**config.mk**
```make
export PLATFORM = sky130hd
export DESIGN_NAME = gf5dp_accum
export DESIGN_NICKNAME = d
export VERILOG_FILES = /design/src/hdl/gf5dp_pkg.sv /design/src/hdl/gf5dp_accum.sv
export SDC_FILE = /design/constraint.sdc
export NUM_CORES = 1
export LEC_CHECK = 0
export BUFFER_PORTS_ARGS = -buffer_cell sky130_fd_sc_hd__clkbuf_2
export CORE_MARGIN = 5
export CORE_UTILIZATION = 25
export DETAILED_ROUTE_END_ITERATION = 8
export PLACE_DENSITY = 0.49
export RECOVER_POWER = 25
export SLEW_MARGIN = 20
export SYNTH_ARGS = -nofsm -noshare
export SYNTH_HDL_FRONTEND = slang
export SYNTH_SLANG_ARGS = --single-unit
```
**constraint.sdc**
```tcl
create_clock -name clk_i -period 7.5 [get_ports clk_i]
set_input_delay 0.375 -clock clk_i [delete_from_list [all_inputs] [get_ports clk_i]]
set_output_delay 0.375 -clock clk_i [all_outputs]
set_load 0.02 [all_outputs]
```
**src/hdl/gf5dp_pkg.sv**
```systemverilog
`timescale 1ns / 1ps
`default_nettype none
// ----------------------------------------------------------------------------
// gf5dp_pkg
// Shared types and constants for the GF(2^8) five-parity dot product block.
// ----------------------------------------------------------------------------
package gf5dp_pkg;

  localparam int PARITY_COUNT = 5;
  localparam int MAX_SOURCES  = 32;
  localparam int LANE_W       = 8;
  localparam int SRC_W        = 5;
  localparam int NIB_W        = 4;
  localparam int ROW_W        = SRC_W + NIB_W;
  localparam int ROWS         = 1 << ROW_W;
  localparam int CNT_W        = 6;
  localparam int PSEL_W       = 3;
  localparam int ENTRY_W      = 5;

  // One table row: one byte lane for each of the five parities
  typedef logic [PARITY_COUNT-1:0][LANE_W-1:0] lanes_t;

  typedef enum logic {
    OP_LOAD = 1'b0,
    OP_DATA = 1'b1
  } op_e;

  // Control of the lookup stage, one data byte per transaction
  typedef struct packed {
    logic valid;
    logic last;
  } lookup_ctrl_t;

endpackage

`default_nettype wire

```
**src/hdl/gf5dp_accum.sv**
```systemverilog
`timescale 1ns / 1ps
`default_nettype none
// ----------------------------------------------------------------------------
// gf5dp_accum
// Combines the low and high nibble products into the five parity
// accumulators and holds the finished column in the output register.
// ----------------------------------------------------------------------------
module gf5dp_accum
  import gf5dp_pkg::*;
(
  input  wire logic         clk_i,
  input  wire logic         rst_ni,
  input  wire lookup_ctrl_t ctrl_i,
  input  wire lanes_t       lo_prod_i,
  input  wire lanes_t       hi_prod_i,
  output logic              stall_o,
  output logic              out_valid_o,
  input  wire logic         out_ready_i,
  output lanes_t            parity_o
);

  lanes_t acc_q, acc_d;
  lanes_t out_q, out_d;
  logic   out_valid_q, out_valid_d;
  logic   advance;
  lanes_t acc_new;

  // Column end waits while the previous result is still pending
  assign stall_o = ctrl_i.valid && ctrl_i.last && out_valid_q && !out_ready_i;
  assign advance = ctrl_i.valid && !stall_o;

  always_comb begin
    for (int p = 0; p < PARITY_COUNT; p++) begin
      acc_new[p] = acc_q[p] ^ lo_prod_i[p] ^ hi_prod_i[p];
    end
    acc_d       = acc_q;
    out_d       = out_q;
    out_valid_d = out_valid_q && !out_ready_i;
    if (advance) begin
      if (ctrl_i.last) begin
        acc_d       = '0;
        out_d       = acc_new;
        out_valid_d = 1'b1;
      end else begin
        acc_d = acc_new;
      end
    end
  end

  always_ff @(posedge clk_i or negedge rst_ni) begin
    if (!rst_ni) begin
      acc_q       <= '0;
      out_valid_q <= 1'b0;
    end else begin
      acc_q       <= acc_d;
      out_valid_q <= out_valid_d;
    end
  end

  // Result payload, no reset
  always_ff @(posedge clk_i) begin
    out_q <= out_d;
  end

  assign out_valid_o = out_valid_q;
  assign parity_o    = out_q;

  // A finished column leaves the accumulators clear
  a_acc_cleared: assert property (@(posedge clk_i) disable iff (!rst_ni)
    advance && ctrl_i.last |=> acc_q == '0)
    else $error("accumulators not cleared after column end");

  // A new result only comes from a column end
  a_out_source: assert property (@(posedge clk_i) disable iff (!rst_ni)
    $rose(out_valid_q) |-> $past(advance && ctrl_i.last))
    else $error("result raised without a column end");

  // A pending result is never overwritten
  a_no_overwrite: assert property (@(posedge clk_i) disable iff (!rst_ni)
    out_valid_q && !out_ready_i |=> out_valid_q && out_q == $past(out_q))
    else $error("pending result lost");

endmodule

`default_nettype wire

```
# [Word-level counts from Yosys, hierarchy flattened]
# Index checks and enable logic that the tools add are counted.
[word_totals] register_bits=81 input_bits=85 output_inout_bits=42 word_cells=32
[op_classes] n_mux=3 bitwise=10 n_reduce_logical=8
[ops] cell="$xor 8x8->8" count=10
[ops] cell="$mux 40" count=1
[ops] cell="$logic_and 1x1->1" count=5
[ops] cell="$logic_not 1->1" count=2
[ops] cell="$mux 1" count=2
[ops] cell="$reduce_and 2->1" count=1

# [Longest topological paths before layout]
[depth] ltp_word=6 mapped_depth=4 ltp_nobuf=3

# [Worst setup path before layout]
# OpenSTA, ideal clock, no wires.
[synth_path] kind="register to register" start="register out_valid_q (netlist: out_valid_o)" end="register out_q, in the netlist parity_o[0], enable pin" setup_time_ns=0.442 arrival_ns=2.411 t_required_ns=7.058 setup_slack_ns=4.647 stages_incl_launch_ff=3 path_buffers=0 synth_period_minus_slack_ns=2.853 path_cell_list="dfrtp_1 nand2b_1 nor2b_1"
[synth_via] elab_chain_len=5
[synth_lines] item="from (decl)" line="gf5dp_accum.sv:24" text="logic out_valid_q, out_valid_d;"
[synth_lines] item="from (signal assigned)" line="gf5dp_accum.sv:56" text="out_valid_q <= out_valid_d;"
[synth_lines] item="$logic_and 1x1->1 (2 in series)" line="gf5dp_accum.sv:29" text="assign stall_o = ctrl_i.valid && ctrl_i.last && out_valid_q && !out_ready_i;"
[synth_lines] item="$logic_not 1->1" line="gf5dp_accum.sv:30" text="assign advance = ctrl_i.valid && !stall_o;"
[synth_lines] item="$logic_and 1x1->1" line="gf5dp_accum.sv:30"
[synth_lines] item="$reduce_and 2->1 (no line)"
[synth_lines] item="to (signal assigned)" line="gf5dp_accum.sv:62" text="out_q <= out_d;"
[synth_lines] item="to (decl)" line="gf5dp_accum.sv:23" text="lanes_t out_q, out_d;"
# Every way passes these cells.
# A chain may end at the register's enable or synchronous reset.

==> flow_summary.toml <==
[run_status]
outcome = "complete, but fails checks"
failed_checks = "capacitance limit, slew limit"

[drt]
vias = 2743
wire_per_inst_um = 12.94
drtIter0Drc = 112
viasPerCell = 4.410
routed_wl_um = 8048
antenna_left = 0
dr.pass1.iters = 4
remaining_drc_errors = 0

[placed_design]
place.gp.congestion = 0.6675
portBuffers = 126
hpwl_um = 5432

[worst_hold_path]
whs_path_depth = 3
worstHoldEndpoint = "out_valid_o"
hold_path_class = "in -> reg"
hp-start = "ctrl_i[0]"

[critical_path]
crit_family = "buffers and inverters"
cp_max_fo = 41
worstPathCellList = "clkbuf_2 > clkbuf_1"
critPathLaunchType = "primary input"
cp-end-kind = "asynchronous set/reset pin"
reg2reg_depth = 3
critical_path.n_buffers_inverters = 2
rr_startpoint = "out_valid_o"
critical_path_class = "in -> async"
reg2reg_to = "parity_o[36]"
worst_ep_required_time_ps = 7440
rrSetupSlack_ps = 5880
cpMaxStageDelayCell = "clkbuf_1"
cp.arrival_ps = 2150
critical-path-max-stage-delay_ps = 1670

[timing]
finalHoldViolCount = 0
finalSetupTns_ps = 0
finalSetupViolCount = 0
hold_ws_ps = 428.0
layout_min_cycle_time_ps = 2206
tightest_slew_ps = 2362
relSlewSlack_pct = -57.49
period_share_pct = 29.41
final_max_slew_viol_count = 42
fin_skew_ps = 3.667
rsz0062_at_grt = "false"
clock.fmax_ghz = 0.4534

[pwr]
p_int_uw = 890.0
power_frac_comb_pct = 18.7
switching_power_uw = 320.8
p_sw_share_pct = 26.49
power_frac_seq_pct = 48.7
power.share.clock_pct = 32.6
powerDensity_mw_per_mm2 = 243.6
ir_drop_v = 0.00008490
p_leak_nw = 2.411
p_total_mw = 1.211

[cells_and_area]
final_common_cell = "clkbuf_2"
drive_gt1_share_pct = 32.95
antennaDiodeCount = 0
layout.cells.most_common_list = "clkbuf_2, xnor2_1, dfrtp_1"
nets = 515
syn2layout_area_growth_pct = 28.12

[floorplan]
die_x_um = 134.6
io_pins = 127
die_area_sq_mm = 0.01811
initial_utilization_pct = 25.52
design.core.area_sq_mm = 0.01520
die_h_um = 134.6
rows = 45

[flow_run]
drv_cap = 1

[global_routing]
grt.overflow.total = 0
grt_usage_pct = 8.810
grt_max_degree = 42
grt_pass1_wl_um = 12530
first_global_vias = 2606
antenna_found_initial = 0

[clock_tree]
cts_tree = "done"
clk_pin_slew_ps = 60
ctsHoldBuffers = 0
clock_sinks = 81
cts_max_level = 3
cts-root-buf = "clkbuf_16"
clk_latency_ps = 330
post-cts-setup-buffers = 0
clk_path_buf_depth = 2
cts-resized-gates = 0
numCtsBuffers = 9

[synthesis]
synth_cells = 302
syn_area_sq_mm = 0.003880
ys_types = 16
yosys_warnings = 0
post_synth.cell_area_avg_sq_um = 12.85
yosysSeqAreaShare_pct = 57.40
synth_nets = 387
synth-seq-cells = 81
## worst min-delay path: cells and delay by family
family	cells	cell delay, ps
buffers and inverters	1	130
AND/OR/NAND/NOR	2	210
## registers in the layout, summed over array words and instances, names as in the netlist
| register | cells |
|---|---|
| acc_q | 40 |
| out_valid_o | 1 |
| parity_o | 40 |
## layout make-up
cell class	instances	area, sq um
clock buffer	14	254.0
clock inverter	1	5.005
fill	1550	10230
inverter	1	3.754
multi-input combinational	208	1577
sequential	81	2227
tap	188	235.2
timing repair buffer	129	669.4
## worst max-delay path by stage
stage                start           end  slack [ps]  cells past startpoint
2_1_floorplan  out_valid_o   parity_o[0]        4650                      2
3_3_place_gp   out_ready_i     acc_q[29]        5600                      4
3_5_place_dp   out_ready_i  parity_o[28]        5740                      4
4_1_cts        out_valid_o  parity_o[26]        5840                      3
5_1_grt             rst_ni     acc_q[25]        4680                      2
6_report            rst_ni     acc_q[30]        5290                      2
## layer usage
layer,vias to the layer above,track usage [%],part of all wire [%]
met5,-,0,0
met4,0,4.072,1.4
met3,10,2.906,6.1
met2,77,14.75,49
met1,1292,10.25,43
li1,1364,-,-
## per-stage QoR
stage                     cell area, sq um  utilization (%)  std cells  worst slack [ps]
after CTS                             4975            32.72        622              5837
after global routing                  4971            32.70        622              4678
after global placement                4688            30.84        606              5596
after detailed placement              4716            31.02        607              5737
after floorplan                       3880                -        302              4647
final                                 4971            32.70        622              5294
## power groups by stage
stage,sequential (mW),clock [mW],combinational [mW]
2_1_floorplan,0.616,0,0.135
3_3_place_gp,0.595,0,0.223
3_5_place_dp,0.598,0,0.231
4_1_cts,0.589,0.415,0.232
5_1_grt,0.596,0.434,0.251
6_report,0.589,0.395,0.227
## synth_stat cells
cell type,count,area (sq um)
nor2b_1,1,6.260
nor3_1,40,200.2
nand2_1,2,7.510
xnor2_1,80,700.7
and3_1,40,250.2
nand2b_4,1,13.76
nor2b_4,1,13.76
nor2_1,1,3.750
edfxtp_1,40,1201
o21ai_1,1,5.000
dfrtp_1,41,1026
buf_2,7,35.03
nand2b_1,1,6.260
a211o_1,40,350.3
buf_6,5,56.30
inv_1,1,3.750
## cells by family after synthesis
group | synth area share [%]
AND/OR/NAND/NOR | 12.93
flip-flops | 57.40
XOR/XNOR | 18.06
AO/OA/AOI/OAI | 9.158
buffers and inverters | 2.451
Power figures use the tool's default switching activity.
